File: src/rtl/sfe_pkg.sv
package sfe_pkg;

   localparam int SAMPLE_BITS = 24;
   localparam int REG_BITS    = 17;
   localparam int GAIN_BITS   = 17;
   localparam int Q_BITS      = 16;

   localparam logic [GAIN_BITS-1:0] GAIN_UNITY  = 17'd65536;
   localparam logic [REG_BITS-1:0]  GAIN_RESET  = 17'd32768;
   localparam logic [REG_BITS-1:0]  DELAY_RESET = 17'd48000;
   localparam int                   ROUND_HALF  = 32768;

   typedef logic signed [SAMPLE_BITS-1:0] sample_type;

   localparam sample_type SAMPLE_HI = {1'b0, {(SAMPLE_BITS-1){1'b1}}};
   localparam sample_type SAMPLE_LO = {1'b1, {(SAMPLE_BITS-1){1'b0}}};

   typedef enum logic [0:0] {
      REG_GAIN  = 1'b0,
      REG_DELAY = 1'b1
   } csr_index_type;

   typedef struct packed {
      logic signed [SAMPLE_BITS-1:0] left_in;
      logic signed [SAMPLE_BITS-1:0] right_in;
   } req_type;

   typedef struct packed {
      logic signed [SAMPLE_BITS-1:0] left_out;
      logic signed [SAMPLE_BITS-1:0] right_out;
   } rsp_type;

   // one stored stereo frame of past outputs
   typedef struct packed {
      sample_type left;
      sample_type right;
   } frame_type;

endpackage

File: src/rtl/sfe_lane.sv
module sfe_lane import sfe_pkg::*; (
   input  logic                 clock,
   input  logic                 advance,
   input  sample_type           delayed,
   input  logic [GAIN_BITS-1:0] gain,
   input  sample_type           sample_in,
   output sample_type           sample_out
);

   localparam int PROD_BITS = SAMPLE_BITS + GAIN_BITS + 1;
   localparam int SUM_BITS  = PROD_BITS + 1;
   localparam logic signed [SUM_BITS-1:0] SUM_HI = SUM_BITS'(SAMPLE_HI);
   localparam logic signed [SUM_BITS-1:0] SUM_LO = SUM_BITS'(SAMPLE_LO);

   logic signed [PROD_BITS-1:0] prod_in;
   logic signed [PROD_BITS-1:0] prod_ff;
   sample_type                  x_ff;
   logic signed [PROD_BITS-1:0] rounded;
   logic signed [SUM_BITS-1:0]  sum;

   assign prod_in = PROD_BITS'(delayed) * PROD_BITS'($signed({1'b0, gain}));

   always_ff @(posedge clock) begin
      if (advance) begin
         prod_ff <= prod_in;
         x_ff    <= sample_in;
      end
   end

   // round to nearest, ties upward, then add and clip
   assign rounded = (prod_ff + PROD_BITS'(ROUND_HALF)) >>> Q_BITS;
   assign sum     = SUM_BITS'(rounded) + SUM_BITS'(x_ff);

   always_comb begin
      if (sum > SUM_HI) begin
         sample_out = SAMPLE_HI;
      end else if (sum < SUM_LO) begin
         sample_out = SAMPLE_LO;
      end else begin
         sample_out = sum[SAMPLE_BITS-1:0];
      end
   end

endmodule

File: config.mk
export PLATFORM = sky130hd
export DESIGN_NAME = sfe_lane
export DESIGN_NICKNAME = d
export VERILOG_FILES = /design/src/rtl/sfe_pkg.sv /design/src/rtl/sfe_lane.sv
export SDC_FILE = /design/constraint.sdc
export NUM_CORES = 1
export LEC_CHECK = 0
export ABC_AREA = 1
export BUFFER_PORTS_ARGS = -buffer_cell sky130_fd_sc_hd__buf_2
export CAP_MARGIN = 40
export CELL_PAD_IN_SITES_DETAIL_PLACEMENT = 1
export CELL_PAD_IN_SITES_GLOBAL_PLACEMENT = 1
export CORE_UTILIZATION = 45
export CTS_CLUSTER_SIZE = 40
export DETAILED_ROUTE_END_ITERATION = 6
export GPL_ROUTABILITY_DRIVEN = 0
export PLACE_DENSITY = 0.81
export SLEW_MARGIN = 20
export SYNTH_ARGS = -nofsm -noshare
export SYNTH_HDL_FRONTEND = slang
export SYNTH_SLANG_ARGS = --single-unit
File: constraint.sdc
create_clock -name clock -period 10.73 [get_ports clock]
set_clock_uncertainty 0.2 [all_clocks]
set_input_delay 1.6095 -clock clock [delete_from_list [all_inputs] [get_ports clock]]
set_output_delay 1.6095 -clock clock [all_outputs]
set_load 0.03 [all_outputs]
# Word level (Yosys, flattened, before mapping)
# Cells that the tools add are included.
# op_classes
n_bitwise	0
magnitude_cmp	2
shift	0
n_reduce_logical	0
muxes	2
multipliers	1
addsub	2
eq_ne	0
div_mod_pow	0
# ops
op	count
24-bit 2-to-1 mux	2
42-bit by 17-bit adder with 42-bit output (second input constant)	1
24-bit by 18-bit multiplier with 42-bit output	1
26-bit by 24-bit adder with 27-bit output	1
27-bit by 24-bit greater-than comparator with 1-bit output (second input constant)	1
27-bit by 24-bit less-than comparator with 1-bit output (second input constant)	1
# word_totals
wordCells	9
reg_bits	66
latch_bits	0
memories	0
mem_bits_ro	0
inputBits	67
ramBits	0
output_inout_bits	24

# Logic depth before layout (Yosys ltp)
# Gate-level depths: netlist of the first run.
# depth
ltp_word	5
ltp_mapped	27
mapped_depth_nobuf	25

# Worst setup path after synthesis of the first run
# No wires, ideal clock.
# synth_path
path_type	in2reg
start	input delayed[23]
end	register prod_ff[38] (data pin)
path_buffers	3
setup_time_ns	0.259
slack_ns	3.459
stages	21
arrival_ns	6.812
required_time_ns	10.271
cell_sequence	clkbuf_1 > clkbuf_1 > nand2_1 > fa_1 > fa_1 > inv_1 > fa_1 > fa_1 > fa_1 > inv_1 > fa_1 > inv_1 > ha_1 > buf_2 > nand2_1 > nor2_1 > inv_1 > nor4_1 > nand3_1 > nand3_1 > xor2_1
# synth_between
elab_chain_len	1
# synth_lines
item	line_no	source
start: declaration	sfe_lane.sv:4	input sample_type delayed,
24-bit by 18-bit multiplier with 42-bit output	sfe_lane.sv:21	assign prod_in = PROD_BITS'(delayed) * PROD_BITS'($signed({1'b0, gain}));
net prod_in[38]	sfe_lane.sv:15	logic signed [PROD_BITS-1:0] prod_in;
end signal: assignment	sfe_lane.sv:25	prod_ff <= prod_in;
end: declaration	sfe_lane.sv:16	logic signed [PROD_BITS-1:0] prod_ff;
# The timed path passes the listed nets, and every way through them passes these cells.
# A chain may end at the register's enable or synchronous reset.

# Worst setup path in the final report of the first run
# layout_path
start	input gain[3]
end	register prod_ff[40] (data pin)
# layout_between
elab_chain_len	1
# layout_lines
item	line_no	source
start: declaration	sfe_lane.sv:5	input logic [GAIN_BITS-1:0] gain,
24-bit by 18-bit multiplier with 42-bit output	sfe_lane.sv:21	
net prod_in[40]	sfe_lane.sv:15	
# The timed path passes the listed nets, and every way through them passes these cells.

==> run metrics, run 1 <==
simple-gate share of the synthesized area 0.1879; Synth Instances 2579; slowest stage cell, crit path fa_1; CP endpoint kind flop; Clock Sinks 51; top post-synthesis cells by area fa_1 41%, inv_1 15%, nand2_1 14%, ha_1 8.1%, edfxtp_1 7.9%; Post-DP Area 20240 um2; Yosys top cell area share 0.4125; Avg Cell Area, Syn 7.527 um2; Syn Nets 3172; critical path fanouts, max 24; DP HPWL 48.45 mm; Tightest Pin Transition 660.2 ps; met1 Usage GRT 0.3243; relative max-transition margin 0.5599; main combinational cell family by area after synthesis adder cells; Vias/cell 5.108; fmax 0.1292 GHz; gr usage total 0.2709; IO Port Bufs 90; largest net degree at the start of global routing 33; Yosys warning count 0; M2 GR Usage 0.5152; number of enable flip-flop cells after synthesis 51; vias in the first global route 18580; final hold vios 0; CTS tree yes; Yosys cell types 36; CP cell instances buf_2 -> nand2_1 -> fa_1 -> fa_1 -> inv_1 -> fa_1 -> fa_1 -> fa_1 -> inv_1 -> fa_1 -> inv_1 -> ha_1 -> a21oi_1 -> o21ai_0 -> a21oi_1 -> o21ai_0 -> a21oi_1 -> nand3_1 -> xor2_1; compound-cell area share of the yosys netlist 0.03693; Post-CTS Setup Bufs 0; routed vias 16000; antenna violations before repair 0; CP delay by family, top adder cells; Die Ht 209.7 um; Max Root-Sink Buffers 2; Final Instance Area 20390 um2; global-route wire length before repair 93.77 mm; Top Usage Layer GRT met2; min Tclk post-route 7737 ps; Synth Area in XOR/XNOR 0.03248; area share of fa/ha/maj cells after synthesis 0.4937; CP Data Arrival Time 7590 ps; Critical Path Max Stage Delay 780 ps; Die Area 43970 um2; status finished clean; most used cell, CP fa_1; hold_buf cts 0; starting density of the core 0.4597; CP Data Required Time 10580 ps; ys async rst share 0; CP Class input port to flop; area grow syn2layout 5.040%; 1st-pass router iterations 5; Min-Delay Path Depth 1; Num CTS Buffers 5; Core ar. 42230 um2; RSZ-0062 raised after global routing false; diode count 0; WL final 56.54 mm; DR WL/cell 18.05 um; Startpoint Class input port; ANT nets after route 0; max-cap viol count 0; H-tree Lvls 2; most common cell after layout, fill and taps aside inv_1; Synth Flop Type edfxtp_1; share of cells above drive strength 1 0.04281; Worst Setup EP prod_ff[40]; CP Depth 19; Final Cycle Share 0.7211; Die Wd 209.7 um; area leader, netlist fa_1; TNS Setup 0 ps; Yosys reg bits 51; Hold Path Class input port to flop; most frequent cells in the layout 785 x inv_1, 708 x nand2_1, 400 x fa_1, 126 x ha_1, 120 x nor2_1; post-synthesis sequential area ratio 0.07889; multiplexer share of the synthesized area 0; cell area after synthesis 19410 um2; nets@finish 3185; total gr overflow 0; Worst setup startpoint gain[3]; Root Driver clkbuf_16; Finish-stage setup viols 0; Hold Slack 1276 ps; Critical path buffers and inverters 4; initial DRC count 573; clock-pin slew on the worst setup and hold paths 70 ps; Post-route DRC 0; post-CTS sizing 0; io pins 91; Max Slew Vio Count 0; std cell rows 75; M3 GR Usage 0.01960
[worst min-delay path by stage]
stage | from | endpoint | slack [ps]
floorplan | sample_in[0] | x_ff[0] | 1510
global placement | sample_in[14] | x_ff[14] | 1590
detailed placement | sample_in[23] | x_ff[23] | 1590
CTS | sample_in[20] | x_ff[20] | 1270
global route | sample_in[21] | x_ff[21] | 1270
finish | sample_in[20] | x_ff[20] | 1280
[flip-flops by register name, summed over array words and instances (netlist names)]
register and count:
prod_ff 27, x_ff 24
[cells in the mapped netlist (6+ instances only)]
cell / count
a21o_1: 6
a21oi_1: 70
clkbuf_1: 81
edfxtp_1: 51
fa_1: 400
ha_1: 126
inv_1: 785
nand2_1: 708
nand3_1: 57
nand4_1: 11
nor2_1: 120
nor3_1: 16
o21ai_0: 31
o21bai_1: 7
xnor2_1: 23
xor2_1: 49
[per-layer routing]
layer	up-vias	wire length (um)
met5	-	0
met4	0	1520
met3	106	1700
met2	307	30120
met1	8253	23200
li1	7331	-
[stage by stage]
stage | cells | setup slack (ps) | util
final | 3132 | 2993 | 0.4829
after global routing | 3132 | 2720 | 0.4829
after CTS | 3132 | 3006 | 0.4829
after detailed placement | 3124 | 2691 | 0.4793
after global placement | 3122 | 2874 | 0.4781
after floorplan | 2579 | 3459 | -
[cell families (layout without fill, tap and decap cells)]
| logic type | after synthesis | after routing |
|---|---|---|
| AO/OA/AOI/OAI | 130 | 130 |
| flip-flops | 51 | 51 |
| AND/OR/NAND/NOR | 927 | 927 |
| buffers and inverters | 873 | 887 |
| adder cells (fa/ha/maj) | 526 | 526 |
| XOR/XNOR | 72 | 72 |
[layout make-up]
cell class / count / area [um2]
Clock buffer: 5 / 125.1
Clock inverter: 3 / 27.53
Fill cell: 5388 / 21840
Inverter: 787 / 2954
Multi-Input combinational cell: 1655 / 14580
Sequential cell: 51 / 1531
Tap cell: 539 / 674.4
Timing Repair Buffer: 92 / 498.0
Power of run 1 is not shown: default switching activity piles up to over one toggle a cycle in this logic, so the estimate is an artifact.
==> run 2: changes to the inputs <==
--- a/config.mk
+++ b/config.mk
@@ -5,7 +5,7 @@
 export SDC_FILE = /design/constraint.sdc
 export NUM_CORES = 1
 export LEC_CHECK = 0
-export ABC_AREA = 1
+export ABC_AREA = 0
 export BUFFER_PORTS_ARGS = -buffer_cell sky130_fd_sc_hd__buf_2
 export CAP_MARGIN = 40
 export CELL_PAD_IN_SITES_DETAIL_PLACEMENT = 1
@@ -14,7 +14,7 @@
 export CTS_CLUSTER_SIZE = 40
 export DETAILED_ROUTE_END_ITERATION = 6
 export GPL_ROUTABILITY_DRIVEN = 0
-export PLACE_DENSITY = 0.81
+export PLACE_DENSITY = 0.78
 export SLEW_MARGIN = 20
 export SYNTH_ARGS = -nofsm -noshare
 export SYNTH_HDL_FRONTEND = slang
==> constraint.sdc (replaced) <==
create_clock -name clock -period 7.35 [get_ports clock]
set_clock_uncertainty 0.2 [all_clocks]
set_input_delay 1.1025 -clock clock [delete_from_list [all_inputs] [get_ports clock]]
set_output_delay 1.1025 -clock clock [all_outputs]
set_load 0.03 [all_outputs]
==> run 2 against run 1 <==
Area after synthesis decreased by 5.2%. Hold slack got worse by 510 ps. Cell count decreased by 17%. Via count decreased by 14%. Core utilization increased by 0.84 points. Synthesized cell count decreased by 22%. Final area decreased by 3.6%. Count of clock-buffer cells in the layout unchanged. Sequential share of layout area increased by 0.28 points.
==> run metrics, run 2 <==
share of cells above drive strength 1 0.08188; CP Data Arrival Time 6930 ps; Max Root-Sink Buffers 2; Top reg by flops prod_ff; count leader, synth inv_1; Die Area 41710 um2; Die Wd 204.2 um; max reg flops 27; total gr overflow 0; cell area after synthesis 18400 um2; area grow syn2layout 6.799%; Yosys reg bits 51; Yosys top cell area share 0.4351; DR WL/cell 19.60 um; fmax 0.1433 GHz; Root Driver clkbuf_16; relative max-transition margin 0.5359; top post-synthesis cells by count 471 x inv_1, 400 x fa_1, 270 x nand2_1; IO Port Bufs 90; Critical Path Max Stage Delay 570 ps; final hold vios 0; Post-CTS Setup Bufs 0; CP Class input port to flop; diode count 0; top post-synthesis cells by area fa_1 44%, inv_1 9.6%, ha_1 8.6%, edfxtp_1 8.3%, and2_1 6.8%; nets@finish 2656; Clock Sinks 51; post-synthesis sequential area ratio 0.08322; hold_buf cts 0; Hold Path Class input port to flop; min Tclk post-route 6978 ps; starting density of the core 0.4600; Synth Instances 2003; Max Slew Vio Count 0; Worst setup startpoint gain[3]; TNS Setup 0 ps; status finished clean; clock-pin slew on the worst setup and hold paths 80 ps; gr usage total 0.2578; global-route wire length before repair 84.06 mm; RSZ-0062 raised after global routing false; Finish-stage setup viols 0; Multi-input gate area 14770 um2; Yosys warning count 0; number of enable flip-flop cells after synthesis 51; ys async rst share 0; most used cell, CP fa_1; Num CTS Buffers 5; CP Data Required Time 7300 ps; vias in the first global route 16440; CTS tree yes; post-layout util 0.4913; max-cap viol count 0; Syn Nets 2596; area leader, netlist fa_1; Yosys cell types 67; Largest regs prod_ff (27), x_ff (24); WL final 50.75 mm; most common cell after layout, fill and taps aside inv_1; 1st-pass router iterations 5; Final Cycle Share 0.9494; CP endpoint kind flop; post-CTS sizing 0; std cell rows 73; critical path fanouts, max 13; DP HPWL 43.24 mm; Avg Cell Area, Syn 9.188 um2; initial DRC count 706; min-delay src sample_in[13]; register area 1531 um2; antenna violations before repair 0; Startpoint Class input port; slowest stage cell, crit path fa_1; most frequent cells in the layout 471 x inv_1, 400 x fa_1, 270 x nand2_1, 200 x and2_1, 126 x ha_1; Vias/cell 5.339; H-tree Lvls 2; ANT nets after route 0; Synth Flop Type edfxtp_1; largest net degree at the start of global routing 52; CP cell instances buf_2 -> buf_4 -> and2_1 -> fa_1 -> inv_1 -> fa_1 -> fa_1 -> inv_1 -> fa_1 -> fa_1 -> inv_1 -> fa_1 -> inv_1 -> ha_1 -> a21oi_1 -> o21ai_0 -> a21oi_1 -> o32a_1 -> nand2_1 -> a211o_1 -> a2111o_1 -> o211ai_1; routed vias 13820; Tightest Pin Transition 696.1 ps; io pins 91; fill count 4703; Die Ht 204.2 um; Core ar. 40010 um2; Post-route DRC 0
[run 2: path summary, 6_finish.rpt]
path / end / cells past startpoint
setup / recovery: prod_ff[41] / 22
hold / removal: x_ff[13] / 1
[run 2: worst max-delay path: cells and delay by family]
kind / cells / cell delay, ps
adders and majority gates: 7 / 3370
AOI/OAI and AO/OA: 7 / 1420
buffers and inverters: 6 / 650
and+or+nand+nor: 2 / 370
[run 2: routing by layer]
layer | up-vias | GRT usage | part of all wire
met1 | 7234 | 0.3013 | 0.39
met3 | 116 | 0.02647 | 0.035
met4 | 0 | 0.08689 | 0.037
li1 | 6191 | - | -
met5 | - | 0 | 0
met2 | 281 | 0.4870 | 0.53
[run 2: kinds of logic (layout without fill, tap and decap cells)]
family                   after synthesis  after routing  share of synthesized area
AO/OA/AOI/OAI                        205            205                    0.08227
XOR/XNOR                              78             78                    0.03753
adder cells (fa/ha/maj)              526            526                     0.5208
buffers and inverters                547            608                     0.1140
flip-flops                            51             51                    0.08322
AND/OR/NAND/NOR                      596            596                     0.1622
[run 2: cell type report]
class,instances,area share
multi-input cells,1405,0.7517
inverters,471,0.08995
flip-flops and latches,51,0.07792
repair buffers,129,0.03922
well taps,525,0.03342
clock buffers,5,0.006366
clock inverters,3,0.001401
[run 2: through the flow]
stage                     hold WS [ps]  instance area [um2]  worst slack (ps)  cells
after detailed placement          1081                19470             83.42   2579
final                            769.7                19650             371.8   2589
after global placement            1079                19460             195.6   2578
after global routing             765.1                19650             22.37   2589
after CTS                        768.2                19630             383.1   2587
after floorplan                   1001                18400             191.6   2003
Power of run 2 is left out for the same reason.
==> run 3: changes to the inputs <==
--- a/config.mk
+++ b/config.mk
@@ -10,11 +10,12 @@
 export CAP_MARGIN = 40
 export CELL_PAD_IN_SITES_DETAIL_PLACEMENT = 1
 export CELL_PAD_IN_SITES_GLOBAL_PLACEMENT = 1
-export CORE_UTILIZATION = 45
-export CTS_CLUSTER_SIZE = 40
+export CORE_UTILIZATION = 51
+export CTS_BUF_LIST = sky130_fd_sc_hd__clkbuf_4
+export CTS_CLUSTER_SIZE = 14
 export DETAILED_ROUTE_END_ITERATION = 6
 export GPL_ROUTABILITY_DRIVEN = 0
-export PLACE_DENSITY = 0.78
+export PLACE_DENSITY = 0.86
 export SLEW_MARGIN = 20
 export SYNTH_ARGS = -nofsm -noshare
 export SYNTH_HDL_FRONTEND = slang
==> run 3 against run 2 <==
Sequential share of layout area up 0.087 points. Cell count down 2.7%. Final area down 1.1%. Sequential cell count unchanged. Hold slack worse by 96 ps. Non-clock buffer count down 8. Worst setup slack better by 2.4 ps. Die area down 12%. Critical path depth unchanged. Maximum frequency about the same. Critical path type unchanged. Largest cell class unchanged. Highest routed layer unchanged.
==> run metrics, run 3 (synthesis gave the netlist of run 2 again) <==
status finished clean; Final Cycle Share 0.9491; area grow syn2layout 5.616%; Tightest Pin Transition 851.7 ps; routed vias 13900; Max Root-Sink Buffers 2; clock-pin slew on the worst setup and hold paths 160 ps; TNS Setup 0 ps; Core ar. 35570 um2; global-route wire length before repair 83.64 mm; antenna violations before repair 1; initial DRC count 629; Clock Sinks 51; WL final 50.49 mm; Num CTS Buffers 5; hold_buf cts 0; relative max-transition margin 0.4316; std cell rows 69; CP Data Arrival Time 7010 ps; Max Slew Vio Count 0; Finish-stage setup viols 0; Die Area 36850 um2; CP Data Required Time 7380 ps; io pins 91; CTS tree yes; Hold Path Class input port to flop; share of cells above drive strength 1 0.07831; Post-route DRC 0; DP HPWL 43.79 mm; most common cell after layout, fill and taps aside inv_1; CP endpoint kind flop; H-tree Lvls 2; Root Driver clkbuf_4; nets@finish 2648; 1st-pass router iterations 5; Largest regs prod_ff (27), x_ff (24); vias in the first global route 16490; max reg flops 27; Worst Setup EP prod_ff[41]; final hold vios 0; CP Class input port to flop; Top reg by flops prod_ff; RSZ-0062 raised after global routing false; post-CTS sizing 0; starting density of the core 0.5174; Die Wd 192.0 um; fmax 0.1434 GHz; largest net degree at the start of global routing 28; Vias/cell 5.518; most frequent cells in the layout 471 x inv_1, 400 x fa_1, 270 x nand2_1, 200 x and2_1, 126 x ha_1; Post-CTS Setup Bufs 0; worst setup margin 374.2 ps; total gr overflow 0; min Tclk post-route 6976 ps; gr usage total 0.2935; Startpoint Class input port; Worst setup startpoint gain[4]; IO Port Bufs 90; max-cap viol count 0; critical path fanouts, max 15; ANT nets after route 0; post-layout util 0.5464; Min-Delay Path Depth 1; Die Ht 192.0 um; DR WL/cell 20.05 um; pre-CTS WS -8.637 ps
run 3: changes by cell type in the layout (fill, tap and decap cells not counted):
cell | before | now
clkbuf_4 | 0 | 6
diode_2 | 0 | 2
clkbuf_16 | 5 | 0
buf_4 | 35 | 27
buf_6 | 2 | 1
buf_12 | 1 | 2
inv_8 | 1 | 0
run 3: final cells by class:
cell class | instances | area [um2]
Fill cell | 4192 | 16130
Inverter | 471 | 1768
Antenna cell | 2 | 5.005
Sequential cell | 51 | 1531
Clock inverter | 2 | 16.27
Timing Repair Buffer | 121 | 719.4
Multi-Input combinational cell | 1405 | 14770
Tap cell | 461 | 576.8
Clock buffer | 6 | 45.04
run 3: worst max-delay path, cell delays in order:
cell,delay [ps]
buf_2,170
buf_4,210
and2_1,200
fa_1,530
inv_1,60
fa_1,510
fa_1,530
inv_1,70
fa_1,500
fa_1,490
inv_1,50
fa_1,470
inv_1,40
ha_1,350
a21oi_1,150
o21ai_0,150
a21oi_1,210
o32a_1,180
nand2_1,200
a211o_1,350
a2111o_1,370
o211ai_1,110
run 3: worst min path at each step:
stage | startpoint | endpoint | slack (ps)
2_1_floorplan | sample_in[0] | x_ff[0] | 1000
3_3_place_gp | sample_in[18] | x_ff[18] | 1080
3_5_place_dp | sample_in[17] | x_ff[17] | 1080
4_1_cts | sample_in[17] | x_ff[17] | 650
5_1_grt | sample_in[12] | x_ff[12] | 640
6_report | sample_in[12] | x_ff[12] | 670
run 3: stage by stage:
stage,std cells,hold WS [ps],cell area (um2)
floorplan,2003,1001,18400
global route,2518,644.7,19430
CTS,2516,654.8,19420
global placement,2506,1080,19320
finish,2519,673.4,19440
detailed placement,2508,1081,19360
run 3: metal layers:
layer	global-route usage	vias to the layer above	routed length, um
li1	-	6180	-
met1	0.3342	7254	19440
met2	0.5578	336	27350
met3	0.02430	129	1529
met4	0.1245	0	2183
met5	0	-	0
Power of run 3 is left out for the same reason.
